### src/hw/rtl/deq_pkg.sv
package deq_pkg;

  // Storage geometry
  localparam int unsigned Depth  = 16;
  localparam int unsigned DataW  = 32;
  localparam int unsigned IdxW   = (Depth > 1) ? $clog2(Depth) : 1;
  localparam int unsigned CntW   = $clog2(Depth + 1);
  localparam int unsigned OccW   = 5;

  // Operation codes
  typedef enum logic [1:0] {
    KIND_PUSH_FRONT = 2'd0,
    KIND_PUSH_BACK  = 2'd1,
    KIND_POP_FRONT  = 2'd2,
    KIND_POP_BACK   = 2'd3
  } kind_e;

  // Control sequence of one request
  typedef enum logic [1:0] {
    ST_IDLE,
    ST_READ,
    ST_RESP
  } fsm_e;

  typedef struct packed {
    kind_e              kind;
    logic signed [31:0] value;
  } in_req_t;

  typedef struct packed {
    logic signed [31:0] front_value;
    logic signed [31:0] back_value;
    logic [OccW-1:0]    occupancy;
    logic               is_empty;
    logic               is_full;
    logic               dropped;
  } out_rsp_t;

  // Slot memory access from the controller
  typedef struct packed {
    logic             we;
    logic [IdxW-1:0]  waddr;
    logic [DataW-1:0] wdata;
    logic             re;
    logic [IdxW-1:0]  raddr_front;
    logic [IdxW-1:0]  raddr_back;
  } mem_req_t;

endpackage

### src/hw/rtl/deq_mem.sv
module deq_mem import deq_pkg::*; (
  input  logic             clk_i,
  input  mem_req_t         mem_req_i,
  output logic [DataW-1:0] rdata_front_o,
  output logic [DataW-1:0] rdata_back_o
);

  logic [DataW-1:0] slots_q [Depth];
  logic [DataW-1:0] rdata_front_q;
  logic [DataW-1:0] rdata_back_q;

  // Write one slot
  always_ff @(posedge clk_i) begin
    if (mem_req_i.we) begin
      slots_q[mem_req_i.waddr] <= mem_req_i.wdata;
    end
  end

  // Read front and back slots, registered
  always_ff @(posedge clk_i) begin
    if (mem_req_i.re) begin
      rdata_front_q <= slots_q[mem_req_i.raddr_front];
      rdata_back_q  <= slots_q[mem_req_i.raddr_back];
    end
  end

  assign rdata_front_o = rdata_front_q;
  assign rdata_back_o  = rdata_back_q;

endmodule

### src/hw/rtl/deq_ctrl.sv
module deq_ctrl import deq_pkg::*; (
  input  logic             clk_i,
  input  logic             rst_ni,
  input  logic             in_valid_i,
  output logic             in_stall_o,
  input  in_req_t          in_req_i,
  output logic             out_valid_o,
  input  logic             out_stall_i,
  output out_rsp_t         out_rsp_o,
  output mem_req_t         mem_req_o,
  input  logic [DataW-1:0] rdata_front_i,
  input  logic [DataW-1:0] rdata_back_i
);

  function automatic logic [IdxW-1:0] idx_next(input logic [IdxW-1:0] i);
    return (i == IdxW'(Depth - 1)) ? '0 : i + 1'b1;
  endfunction

  function automatic logic [IdxW-1:0] idx_prev(input logic [IdxW-1:0] i);
    return (i == '0) ? IdxW'(Depth - 1) : i - 1'b1;
  endfunction

  fsm_e            state_q, state_d;
  logic [IdxW-1:0] head_q, head_d;
  logic [IdxW-1:0] tail_q, tail_d;
  logic [CntW-1:0] cnt_q, cnt_d;
  logic            dropped_q, dropped_d;
  logic            out_valid_q, out_valid_d;
  out_rsp_t        out_rsp_q;
  logic            accept;
  logic            is_full;
  logic            is_empty;
  logic            load_out;

  assign is_full  = (cnt_q == CntW'(Depth));
  assign is_empty = (cnt_q == '0);
  assign accept   = in_valid_i && (state_q == ST_IDLE);

  // Next state, pointer update and memory access
  always_comb begin
    state_d     = state_q;
    head_d      = head_q;
    tail_d      = tail_q;
    cnt_d       = cnt_q;
    dropped_d   = dropped_q;
    out_valid_d = out_valid_q;
    load_out    = 1'b0;
    mem_req_o   = '0;
    mem_req_o.wdata       = DataW'(in_req_i.value);
    mem_req_o.raddr_front = head_q;
    mem_req_o.raddr_back  = idx_prev(tail_q);
    in_stall_o  = (state_q != ST_IDLE);

    if (out_valid_q && !out_stall_i) begin
      out_valid_d = 1'b0;
    end

    unique case (state_q)
      ST_IDLE: begin
        if (accept) begin
          state_d   = ST_READ;
          dropped_d = 1'b0;
          unique case (in_req_i.kind)
            KIND_PUSH_FRONT: begin
              if (is_full) begin
                dropped_d = 1'b1;
              end else begin
                head_d          = idx_prev(head_q);
                mem_req_o.we    = 1'b1;
                mem_req_o.waddr = idx_prev(head_q);
                cnt_d           = cnt_q + 1'b1;
              end
            end
            KIND_PUSH_BACK: begin
              if (is_full) begin
                dropped_d = 1'b1;
              end else begin
                tail_d          = idx_next(tail_q);
                mem_req_o.we    = 1'b1;
                mem_req_o.waddr = tail_q;
                cnt_d           = cnt_q + 1'b1;
              end
            end
            KIND_POP_FRONT: begin
              if (is_empty) begin
                dropped_d = 1'b1;
              end else begin
                head_d = idx_next(head_q);
                cnt_d  = cnt_q - 1'b1;
              end
            end
            KIND_POP_BACK: begin
              if (is_empty) begin
                dropped_d = 1'b1;
              end else begin
                tail_d = idx_prev(tail_q);
                cnt_d  = cnt_q - 1'b1;
              end
            end
            default: begin
              dropped_d = 1'b1;
            end
          endcase
        end
      end
      ST_READ: begin
        // Fetch the new front and back slots
        mem_req_o.re = 1'b1;
        state_d      = ST_RESP;
      end
      ST_RESP: begin
        // Load the result once the output register is free
        if (!out_valid_q || !out_stall_i) begin
          load_out    = 1'b1;
          out_valid_d = 1'b1;
          state_d     = ST_IDLE;
        end
      end
      default: begin
        state_d = ST_IDLE;
      end
    endcase
  end

  // Control registers
  always_ff @(posedge clk_i or negedge rst_ni) begin
    if (!rst_ni) begin
      state_q     <= ST_IDLE;
      head_q      <= '0;
      tail_q      <= '0;
      cnt_q       <= '0;
      dropped_q   <= 1'b0;
      out_valid_q <= 1'b0;
    end else begin
      state_q     <= state_d;
      head_q      <= head_d;
      tail_q      <= tail_d;
      cnt_q       <= cnt_d;
      dropped_q   <= dropped_d;
      out_valid_q <= out_valid_d;
    end
  end

  // Result payload; empty deque reads zero values
  always_ff @(posedge clk_i) begin
    if (load_out) begin
      out_rsp_q.front_value <= is_empty ? '0 : 32'(rdata_front_i);
      out_rsp_q.back_value  <= is_empty ? '0 : 32'(rdata_back_i);
      out_rsp_q.occupancy   <= OccW'(cnt_q);
      out_rsp_q.is_empty    <= is_empty;
      out_rsp_q.is_full     <= is_full;
      out_rsp_q.dropped     <= dropped_q;
    end
  end

  assign out_valid_o = out_valid_q;
  assign out_rsp_o   = out_rsp_q;

`ifndef ASSERT_OFF
  a_cnt_bound: assert property (@(posedge clk_i) disable iff (!rst_ni)
    int'(cnt_q) <= int'(Depth))
    else $error("element count above depth");

  a_ptr_consistent: assert property (@(posedge clk_i) disable iff (!rst_ni)
    (int'(head_q) + int'(cnt_q) == int'(tail_q)) ||
    (int'(head_q) + int'(cnt_q) == int'(tail_q) + int'(Depth)))
    else $error("head, tail and count disagree");

  a_write_on_accept: assert property (@(posedge clk_i) disable iff (!rst_ni)
    mem_req_o.we |-> accept && !dropped_d)
    else $error("slot write outside an accepted push");

  a_out_from_resp: assert property (@(posedge clk_i) disable iff (!rst_ni)
    $rose(out_valid_q) |-> $past(state_q) == ST_RESP)
    else $error("result raised outside response step");

  a_drop_no_change: assert property (@(posedge clk_i) disable iff (!rst_ni)
    accept && dropped_d |=> $stable(cnt_q) && $stable(head_q) && $stable(tail_q))
    else $error("ignored request changed the state");
`endif

endmodule

### src/hw/rtl/double_ended_queue_top.sv
// Double-ended queue of 16 signed 32-bit entries held in a ring buffer. Each request
// pushes a value at the front or back, or pops from the front or back; every request
// returns one result with the front and back entries after the request (zero when
// empty), the occupancy, empty and full flags, and a dropped flag for a push on a full
// queue or a pop on an empty one, which leave the queue unchanged. In a request, the
// accept cycle updates the pointers and writes the slot, the next cycle reads the
// front and back slots from the slot memory (a registered read), and the response
// step then loads the result register; that step repeats for as long as an
// earlier result is still held in the output register by out_stall_i. in_stall_o is
// high from the cycle after an accept until the result is loaded, so one request is
// in work at a time; a new request is taken while an earlier result still waits in
// the output register.
module double_ended_queue_top import deq_pkg::*; (
  input  logic     clk_i,
  input  logic     rst_ni,
  input  logic     in_valid_i,
  output logic     in_stall_o,
  input  in_req_t  in_req_i,
  output logic     out_valid_o,
  input  logic     out_stall_i,
  output out_rsp_t out_rsp_o
);

  mem_req_t         mem_req;
  logic [DataW-1:0] rdata_front;
  logic [DataW-1:0] rdata_back;

  // Pointer control, sequencing and result register
  deq_ctrl u_ctrl (
    .clk_i         (clk_i),
    .rst_ni        (rst_ni),
    .in_valid_i    (in_valid_i),
    .in_stall_o    (in_stall_o),
    .in_req_i      (in_req_i),
    .out_valid_o   (out_valid_o),
    .out_stall_i   (out_stall_i),
    .out_rsp_o     (out_rsp_o),
    .mem_req_o     (mem_req),
    .rdata_front_i (rdata_front),
    .rdata_back_i  (rdata_back)
  );

  // Slot storage
  deq_mem u_mem (
    .clk_i         (clk_i),
    .mem_req_i     (mem_req),
    .rdata_front_o (rdata_front),
    .rdata_back_o  (rdata_back)
  );

endmodule
### config.mk
export PLATFORM = sky130hd
export DESIGN_NAME = double_ended_queue_top
export DESIGN_NICKNAME = d
export VERILOG_FILES = /design/src/hw/rtl/deq_pkg.sv /design/src/hw/rtl/deq_mem.sv /design/src/hw/rtl/deq_ctrl.sv /design/src/hw/rtl/double_ended_queue_top.sv
export SDC_FILE = /design/constraint.sdc
export NUM_CORES = 1
export LEC_CHECK = 0
export BUFFER_PORTS_ARGS = -buffer_cell sky130_fd_sc_hd__buf_4
export CAP_MARGIN = 15
export CORE_MARGIN = 4
export CORE_UTILIZATION = 55
export CTS_BUF_LIST = sky130_fd_sc_hd__clkbuf_4 sky130_fd_sc_hd__clkbuf_8 sky130_fd_sc_hd__clkbuf_16
export DETAILED_ROUTE_END_ITERATION = 6
export GPL_TIMING_DRIVEN = 0
export PLACE_DENSITY_LB_ADDON = 0.3
export SYNTH_ARGS = -nofsm -noshare
export SYNTH_HDL_FRONTEND = slang
export SYNTH_HIERARCHICAL = 1
export SYNTH_SLANG_ARGS = --single-unit
export TNS_END_PERCENT = 10
### constraint.sdc
create_clock -name clk_i -period 5.27 [get_ports clk_i]
set_clock_uncertainty 0.15 [all_clocks]
set_input_delay 0.7905 -clock clk_i [delete_from_list [all_inputs] [get_ports clk_i]]
set_output_delay 0.7905 -clock clk_i [all_outputs]
set_load 0.02 [all_outputs]
==> results of run 1 <==
[placed cells by master (no fill, tap or decap), types with 4 or more instances in the layout]
master	Yosys	layout
edfxtp_1	648	648
clkbuf_16	0	71
a22oi_1	128	128
nand2_1	83	83
bufinv_16	0	7
ha_1	8	8
buf_6	3	16
a31oi_1	5	5
inv_1	10	10
nor2_1	26	14
clkbuf_1	38	38
buf_12	0	14
buf_2	17	17
clkinv_2	0	11
buf_4	54	135
dfrtp_1	17	17
xor2_1	4	4
a21o_1	4	4
and2_1	4	4
nor2_4	0	12
clkinvlp_4	0	5
clkinv_1	0	8
o21ai_0	11	11
a21oi_1	9	8
nor3_2	0	4
buf_1	21	21
nor2b_1	70	70
mux4_2	256	256
clkbuf_4	0	11
[state kept, by name, summed over array words and instances, names as in the netlist]
name,count
u_ctrl/cnt_q,5
u_ctrl/dropped_q,1
u_ctrl/head_q,4
u_ctrl/out_rsp_o,72
u_ctrl/out_valid_o,1
u_ctrl/state_q,2
u_ctrl/tail_q,4
u_mem/rdata_back_o,32
u_mem/rdata_front_o,32
u_mem/slots_q,512
[layout make-up]
type	count	share of cell area
plain buffers	133	0.0224
well taps	680	0.0256
multi-input cells	657	0.253
inverters	11	0.00139
flip-flops and latches	665	0.598
clock buffers	83	0.0563
repair buffers	109	0.0314
clock inverters	35	0.0115
diodes	3	0.000226
[cell families (layout without fill, tap and decap cells)]
family                     count (synthesis)  in the layout  synth area share
DFF                                      665            665             0.686
xor gates and xnor gates                   8              8           0.00268
AOI/OAI and AO/OA                        174            174            0.0439
muxes                                    257            257             0.199
buffers and inverters                    144            371            0.0273
and+or+nand+nor                          209            209            0.0361
adders and majority gates                  9              9           0.00415
other                                      0              3                 0
[worst max-delay path by stage]
stage | cells past startpoint | slack [ns] | endpoint
floorplan | 6 | 0.20 | u_mem/slots_q[0][0]
global placement | 7 | -2.71 | u_mem/slots_q[8][15]
detailed placement | 8 | 0.75 | u_mem/slots_q[15][17]
CTS | 7 | 1.18 | u_mem/slots_q[15][24]
global route | 7 | 0.99 | u_mem/slots_q[15][24]
finish | 7 | 1.16 | u_mem/slots_q[3][15]
[report_power, final]
group	total [mW]	internal, mW	switching [mW]	leakage [nW]
clock network	4.85	2.88	1.97	1.11
logic	7.29	3.03	4.27	3.75
registers	6.77	6.58	0.191	6.08
total	18.9	12.5	6.43	10.9
[worst reg2reg max path, stage by stage (launching register included)]
cell and delay, ns:
dfrtp_1 0.39, or3b_1 0.39, buf_6 0.16, or3_1 0.41
a211oi_1 0.84, nand2_1 0.47, nor2_4 0.69, buf_12 0.28
[synthesized netlist by cell type, drive strengths merged, types with 4 or more instances]
master	n
o21ai	12
a21oi	9
edfxtp	648
buf	95
a21o	4
and2	4
xor2	4
nand2	83
nor3	5
xnor2	4
nor2b	70
inv	10
nor2	26
a31oi	5
clkbuf	38
mux4	256
dfrtp	17
a22oi	128
ha	8
[what timing repair did]
| item | in CTS | in global routing |
|---|---|---|
| setup buffers | 0 | 0 |
| hold buffers | 1 | 0 |
| endpoints found under the hold margin | 17 | 0 |
[per-layer routing]
layer,GRT usage,up-vias
met4,0.0821,0
li1,-,6482
met2,0.421,1034
met3,0.0615,134
met1,0.350,8491
met5,0,-
[through the flow]
step	total power, mW	std cells	setup WS, ns	hold slack [ns]
after floorplan	11.7	1466	0.196	0.273
after global placement	13.9	2225	-2.71	0.286
after detailed placement	14.1	2254	0.751	0.281
after CTS	18.9	2373	1.18	0.292
after global routing	19.7	2373	0.987	0.318
final	18.9	2376	1.16	0.295
==> impl_metrics.tcl, run 1 <==
set metrics [dict create \
    tns_ns 0 \
    synth-seq-cells 665 \
    antenna_found_initial 1 \
    cts_root_buffer "clkbuf_16" \
    htree_levels 3 \
    start_kind "flip-flop" \
    fp-row-count 83 \
    coreArea_um2 51700 \
    initial_core_util 0.560 \
    synth_cell_types 50 \
    ctsResizeCount 0 \
    port_buffers 79 \
    met2WireLength_um 35900 \
    cts_buffers 68 \
    startpoint "u_ctrl/state_q[1]" \
    synth-edff-count 648 \
    min_path_cells 0 \
    vias 16141 \
    utilization 0.643 \
    dr.max_layer_used "met4" \
    wl_met3_um 7430 \
    async_flop_share 0.0256 \
    cts.sinks 665 \
    r2r_cells 7 \
    wire_per_inst_um 30.5 \
    syn_inst 1466 \
    yosysTopAreaCell "edfxtp_1" \
    dieArea_um2 56400 \
    netlist_area_um2 29000 \
    fp.dieH_um 237 \
    r2r-start "u_ctrl/state_q[1]" \
    hold_violations 0 \
    avgViaCountPerCell 6.79 \
    multi_input_area_um2 8410 \
    ant_nets 0 \
    crit_path_top_delay_cell "a211oi_1" \
    ys_seq_area_frac 0.686 \
    worst-r2r-setup-slack_ns 1.16 \
    place_congestion 0.817 \
    worstPathRequired_ns 5.40 \
    peakVddDrop_mv 0.420 \
    p_per_area_nw_per_um2 569 \
    tightest_slew_ns 1.07 \
    path_max_fanout 17 \
    cpPeakStageDelay_ns 0.84 \
    end_kind "flip-flop" \
    overflow 0 \
    insertion_delay_ns 0.61 \
    synth_top_cell_area_share 0.672 \
    outcome "finished clean" \
    cts_tree "yes" \
    drcViolationCount 0 \
    wl_met1_um 27200 \
    grt_pass1_vias 16609 \
    synth-main-ff-cell "edfxtp_1" \
    slew_headroom 0.284 \
    place_area_um2 31000 \
    fillers 3437 \
    areaGrowthSynthToFinish_pct 14.8 \
    grt_max_degree 65 \
    cts.clk_slew.worst_paths_ns 0.06 \
    grt_pass1_wl_um 107000 \
    drive_gt1_frac 0.338 \
    fin_area_um2 33200 \
    drtPass1Iterations 5 \
    period_share 0.780 \
    grtUsageTotal 0.258 \
    worstHoldStart "u_ctrl/dropped_q" \
    pin_count 112 \
    synth.area.top_cells "edfxtp_1 67%, mux4_2 20%, a22oi_1 3.3%" \
    die_x_um 237 \
    fin_crit_ns 4.11 \
    drv_cap 0 \
    routed_wirelength_um 72500 \
    worstSetupPathType "flip-flop to flip-flop" \
    worstPathCellList "or3b_1 > buf_6 > or3_1 > a211oi_1 > nand2_1 > nor2_4 > buf_12" \
    synth_nets 1513 \
    reg2reg_to "u_mem/slots_q[3][15]" \
    avgSynthCellArea_um2 19.8 \
    min_to "u_ctrl/out_rsp_o[0]" \
    synth_warnings 6 \
    regArea_um2 19900 \
    critPathArrivalTime_ns 4.24 \
    rsz0062_at_grt "no" \
    leakage_nw 10.9 \
    hold_class "flip-flop to flip-flop" \
    place_hpwl_um 46500 \
    crit_buf_inv 2 \
    slew_viol_final 0 \
    nets 1692 \
    timing.fmax_mhz 243 \
    setup_violations 0 \
    drt_iter0_drc 2089 \
    path_delay_family "simple AND/OR/NAND/NOR gates" \
    cts_buffer_depth 3 \
]
(Power assumes the default switching activity.)
==> run 2, diff against run 1 <==
==> constraint.sdc (replaced) <==
create_clock -name clk_i -period 3.4 [get_ports clk_i]
set_clock_uncertainty 0.15 [all_clocks]
set_input_delay 0.51 -clock clk_i [delete_from_list [all_inputs] [get_ports clk_i]]
set_output_delay 0.51 -clock clk_i [all_outputs]
set_load 0.02 [all_outputs]
==> impl_metrics.tcl, run 2 (synthesis gave the netlist of run 1 again) <==
set metrics [dict create \
    grt_pass1_vias 16443 \
    rsz0062_at_grt "yes" \
    peakVddDrop_mv 0.462 \
    fillers 3403 \
    cts.sinks 665 \
    areaGrowthSynthToFinish_pct 15.7 \
    regArea_um2 19900 \
    fp.dieH_um 237 \
    avgViaCountPerCell 6.79 \
    drtPass1Iterations 5 \
    worstPathCellList "or3b_1 > buf_6 > or3_1 > nor2_2 > nand2b_1 > nor2_4 > buf_12" \
    largest_reg_flops 512 \
    layout_common_cells "648 x edfxtp_1, 256 x mux4_2, 156 x buf_4, 128 x a22oi_1, 83 x nand2_1" \
    overflow 0 \
    place_congestion 0.814 \
    fp-row-count 83 \
    grtUsageTotal 0.259 \
    slew_headroom 0.266 \
    insertion_delay_ns 0.60 \
    outcome "finished with violations" \
    routed_wirelength_um 73300 \
    violations "negative setup slack" \
    cpPeakStageDelay_ns 0.56 \
    crit_buf_inv 2 \
    port_buffers 79 \
    nets 1715 \
    ant_nets 0 \
    grt_pass1_wl_um 107000 \
    drcViolationCount 0 \
    start_kind "flip-flop" \
    hold_class "input port to flip-flop" \
    final_common_cell "edfxtp_1" \
    pin_count 112 \
    cts_root_buffer "clkbuf_16" \
    setup_violations 53 \
    cts.clk_slew.worst_paths_ns 0.06 \
    end_kind "flip-flop" \
    p_per_area_nw_per_um2 873 \
    total_power_mw 29.3 \
    hold_violations 0 \
    dieArea_um2 56400 \
    grt_max_degree 65 \
    crit_path_top_delay_cell "nor2_4" \
    worstSetupPathType "flip-flop to flip-flop" \
    antenna_found_initial 2 \
    vias 16289 \
    slew_viol_final 0 \
    worstPathRequired_ns 3.52 \
    coreArea_um2 51700 \
    place_hpwl_um 46100 \
    critPathArrivalTime_ns 3.74 \
    leakage_nw 11.1 \
    die_x_um 237 \
    drive_gt1_frac 0.350 \
    fin_crit_ns 3.61 \
    timing.fmax_mhz 277 \
    cts_buffer_depth 3 \
    path_max_fanout 21 \
    drv_cap 0 \
    multi_input_area_um2 8450 \
    period_share 1.06 \
    wire_per_inst_um 30.6 \
    initial_core_util 0.560 \
    drt_iter0_drc 2400 \
    cts_tree "yes" \
    fin_ws_ns -0.210 \
    dp_slack_ns -0.850 \
    regMostFlops "u_mem/slots_q" \
    cts_buffers 69 \
    tightest_slew_ns 1.10 \
    htree_levels 3 \
    path_delay_family "simple AND/OR/NAND/NOR gates" \
]
run 2: cell types whose count changed in the layout (fill, tap and decap cells not counted), sizes merged:
cell,change
buf,+18
clkinv,+1
clkinvlp,-4
bufinv,-3
dlygate4sd3,+1
diode,-2
inv,-2
clkbuf,+13
run 2: timing repair:
action	CTS	global route
gates cloned	0	0
setup buffers	5	16
hold endpoints to repair	18	0
endpoints found under the setup margin	400	430
pin swaps	6	10
hold buffers	2	0
gates resized for setup	5	25
run 2: worst register-to-register path, stage by stage (launching register included):
cell      delay, ns
dfrtp_1        0.40
or3b_1         0.39
buf_6          0.15
or3_1          0.44
nor2_2         0.48
nand2b_1       0.41
nor2_4         0.56
buf_12         0.29
run 2: routing by layer:
metal / up-vias / global-route usage / wire (um)
met5: - / 0 / 12
met4: 2 / 0.0906 / 2390
met3: 159 / 0.0577 / 8610
met2: 1140 / 0.412 / 35600
met1: 8452 / 0.362 / 26700
li1: 6536 / - / -
run 2: final timing paths:
| kind | depth (start not counted) | from | endpoint | slack, ns |
|---|---|---|---|---|
| min in group asynchronous | 2 | rst_ni | u_ctrl/tail_q[0] | 0.17 |
| max in group asynchronous | 2 | rst_ni | u_ctrl/out_valid_o | 2.72 |
| worst min-delay path | 1 | in_req_i[7] | u_mem/slots_q[6][7] | 0.06 |
| worst min register to register | 0 | u_ctrl/dropped_q | u_ctrl/out_rsp_o[0] | 0.30 |
| worst max register to register | 7 | u_ctrl/state_q[1] | u_mem/slots_q[14][20] | -0.21 |
| worst max-delay path | 7 | u_ctrl/state_q[1] | u_mem/slots_q[14][20] | -0.21 |
run 2: cell type report:
class                   count  share of cell area
multi-input cells         657               0.252
plain buffers             133              0.0229
diodes                      1           0.0000747
clock inverters            27             0.00661
flip-flops and latches    665               0.593
inverters                  11             0.00138
repair buffers            131              0.0389
well taps                 680              0.0254
clock buffers              93              0.0592
run 2: where the power goes:
part | leakage (nW) | internal, mW | switching (mW)
registers | 6.08 | 10.2 | 0.300
clock network | 1.11 | 4.38 | 2.98
logic | 3.91 | 4.74 | 6.66
run 2: per-stage QoR:
stage	std cells	hold WS [ns]	util	setup TNS, ns	area, um^2
3_3_place_gp	2225	0.240	0.588	-1549.24	30400
6_report	2398	0.0589	0.648	-7.72	33500
4_1_cts	2381	0.0341	0.644	-31.56	33300
3_5_place_dp	2254	0.246	0.599	-222.44	31000
2_1_floorplan	1466	0.0644	-	-372.99	29000
5_1_grt	2397	0.0581	0.648	-15.69	33500
==> run 3, diff against run 2 <==
--- a/config.mk
+++ b/config.mk
@@ -6,7 +6,7 @@
 export NUM_CORES = 1
 export LEC_CHECK = 0
 export BUFFER_PORTS_ARGS = -buffer_cell sky130_fd_sc_hd__buf_4
-export CAP_MARGIN = 15
+export CORE_ASPECT_RATIO = 1.25
 export CORE_MARGIN = 4
 export CORE_UTILIZATION = 55
 export CTS_BUF_LIST = sky130_fd_sc_hd__clkbuf_4 sky130_fd_sc_hd__clkbuf_8 sky130_fd_sc_hd__clkbuf_16
==> impl_metrics.tcl, run 3 (synthesis gave the netlist of run 1 again) <==
set metrics [dict create \
    layout_common_cells "648 x edfxtp_1, 256 x mux4_2, 141 x buf_4, 128 x a22oi_1, 83 x nand2_1" \
    drcViolationCount 0 \
    total_power_mw 28.8 \
    rsz0062_at_grt "yes" \
    timing.fmax_mhz 273 \
    p_per_area_nw_per_um2 862 \
    fp.dieH_um 265 \
    place_area_um2 31000 \
    regMostFlops "u_mem/slots_q" \
    ant_nets 0 \
    p_seq_frac 0.365 \
    cts_root_buffer "clkbuf_16" \
    port_buffers 79 \
    antenna_cells 0 \
    worstSetupPathType "flip-flop to flip-flop" \
    fin_crit_ns 3.66 \
    place_hpwl_um 47200 \
    setup_violations 135 \
    grtUsageTotal 0.260 \
    die_x_um 213 \
    htree_levels 3 \
    slew_viol_final 0 \
    cts_buffers 66 \
    fp-row-count 93 \
    cts_buffer_depth 3 \
    place_congestion 0.807 \
    pin_count 112 \
    insertion_delay_ns 0.60 \
    hold_class "input port to flip-flop" \
    overflow 0 \
    start_kind "flip-flop" \
    fin_area_um2 33400 \
    p_sw_mw 9.82 \
    antenna_found_initial 2 \
    worstPathCellList "or3b_1 > buf_6 > or3_1 > a211oi_2 > nand2b_1 > nor2_4 > buf_12" \
    utilization 0.645 \
    crit_buf_inv 2 \
    swShare 0.341 \
    leakage_nw 11.0 \
    initial_core_util 0.559 \
    areaGrowthSynthToFinish_pct 15.3 \
    period_share 1.08 \
    worstPathRequired_ns 3.53 \
    routed_wirelength_um 72000 \
    path_delay_family "simple AND/OR/NAND/NOR gates" \
    grt_pass1_wl_um 107000 \
    path_max_fanout 21 \
    coreArea_um2 51800 \
    dp_slack_ns -0.960 \
    fillers 3312 \
    tightest_slew_ns 1.02 \
    drive_gt1_frac 0.347 \
    vias 16090 \
    grt_pass1_vias 16889 \
    fin_ws_ns -0.261 \
    p_int_mw 19.0 \
    largest_reg_flops 512 \
    combPwrFrac 0.391 \
    clkPwrFrac 0.244 \
    crit_path_top_delay_cell "a211oi_2" \
    end_kind "flip-flop" \
    nets 1706 \
    wire_per_inst_um 30.4 \
    cts.sinks 665 \
    cts.clk_slew.worst_paths_ns 0.06 \
    outcome "finished with violations" \
    grt_max_degree 65 \
    cts_tree "yes" \
    tns_ns -20.73 \
    peakVddDrop_mv 0.466 \
    drtPass1Iterations 6 \
    cpPeakStageDelay_ns 0.56 \
    hold_violations 0 \
    critPathArrivalTime_ns 3.79 \
    drt_iter0_drc 1926 \
    drv_cap 0 \
    final_common_cell "edfxtp_1" \
    dieArea_um2 56400 \
    violations "negative setup slack" \
    avgViaCountPerCell 6.79 \
    slew_headroom 0.322 \
]
## run 3: cell count changes in the layout (fill, tap and decap cells not counted), sizes merged
| cell | delta |
|---|---|
| dlygate4sd3 | -1 |
| clkinvlp | +2 |
| inv | +1 |
| clkinv | +4 |
| clkbuf | -12 |
| buf | -6 |
| diode | -1 |
## run 3: path summary, 6_finish.rpt
kind / from / end / slack, ns / cells after the start
hold reg to reg: u_ctrl/cnt_q[4] / u_ctrl/out_rsp_o[7] / 0.31 / 0
max in group asynchronous: rst_ni / u_ctrl/head_q[0] / 2.69 / 2
setup reg to reg: u_ctrl/state_q[1] / u_mem/slots_q[9][16] / -0.26 / 7
setup / recovery: u_ctrl/state_q[1] / u_mem/slots_q[9][16] / -0.26 / 7
hold / removal: out_stall_i / u_ctrl/out_valid_o / 0.04 / 3
min in group asynchronous: rst_ni / u_ctrl/head_q[1] / 0.19 / 2
## run 3: area by class of cell
cell class                 instances  area, um^2  area share
timing repair buffer             125        1380      0.0412
clock buffer                      80        1790      0.0537
multi-input combinational        657        8420       0.252
tap                              665         832      0.0249
buffer                           133         761      0.0228
sequential                       665       19900       0.595
inverter                          11        46.3     0.00139
clock inverter                    34         280     0.00839
## run 3: power by group through the flow
| stage | clock network [mW] | logic (mW) | registers [mW] |
|---|---|---|---|
| finish | 7.03 | 11.3 | 10.5 |
| global route | 7.54 | 11.9 | 10.6 |
| CTS | 7.16 | 11.2 | 10.5 |
| detailed placement | 0 | 11.1 | 10.7 |
| global placement | 0 | 10.9 | 10.7 |
| floorplan | 0 | 7.30 | 10.8 |
## run 3: metal layers
| metal | GRT usage | wire length (um) | vias up |
|---|---|---|---|
| li1 | - | - | 6517 |
| met1 | 0.339 | 25400 | 8394 |
| met2 | 0.438 | 37400 | 997 |
| met3 | 0.0496 | 6490 | 178 |
| met4 | 0.101 | 2690 | 4 |
| met5 | 0 | 21 | - |
## run 3: timing repair
item | CTS | global route
resized for setup | 4 | 12
setup endpoints to repair | 432 | 467
hold buffers | 1 | 0
setup buffers | 10 | 5
pin swaps | 8 | 4
hold endpoints to repair | 17 | 0
## run 3: per-stage QoR
stage / instances / hold slack (ns)
global route: 2370 / 0.0568
floorplan: 1466 / 0.0644
finish: 2370 / 0.0427
detailed placement: 2240 / 0.246
global placement: 2210 / 0.245
CTS: 2365 / 0.0273
## run 3: tightest hold or removal path, cell delays in order
cell and delay (ns):
buf_4 0.11, nand2_1 0.07, nand2_1 0.06
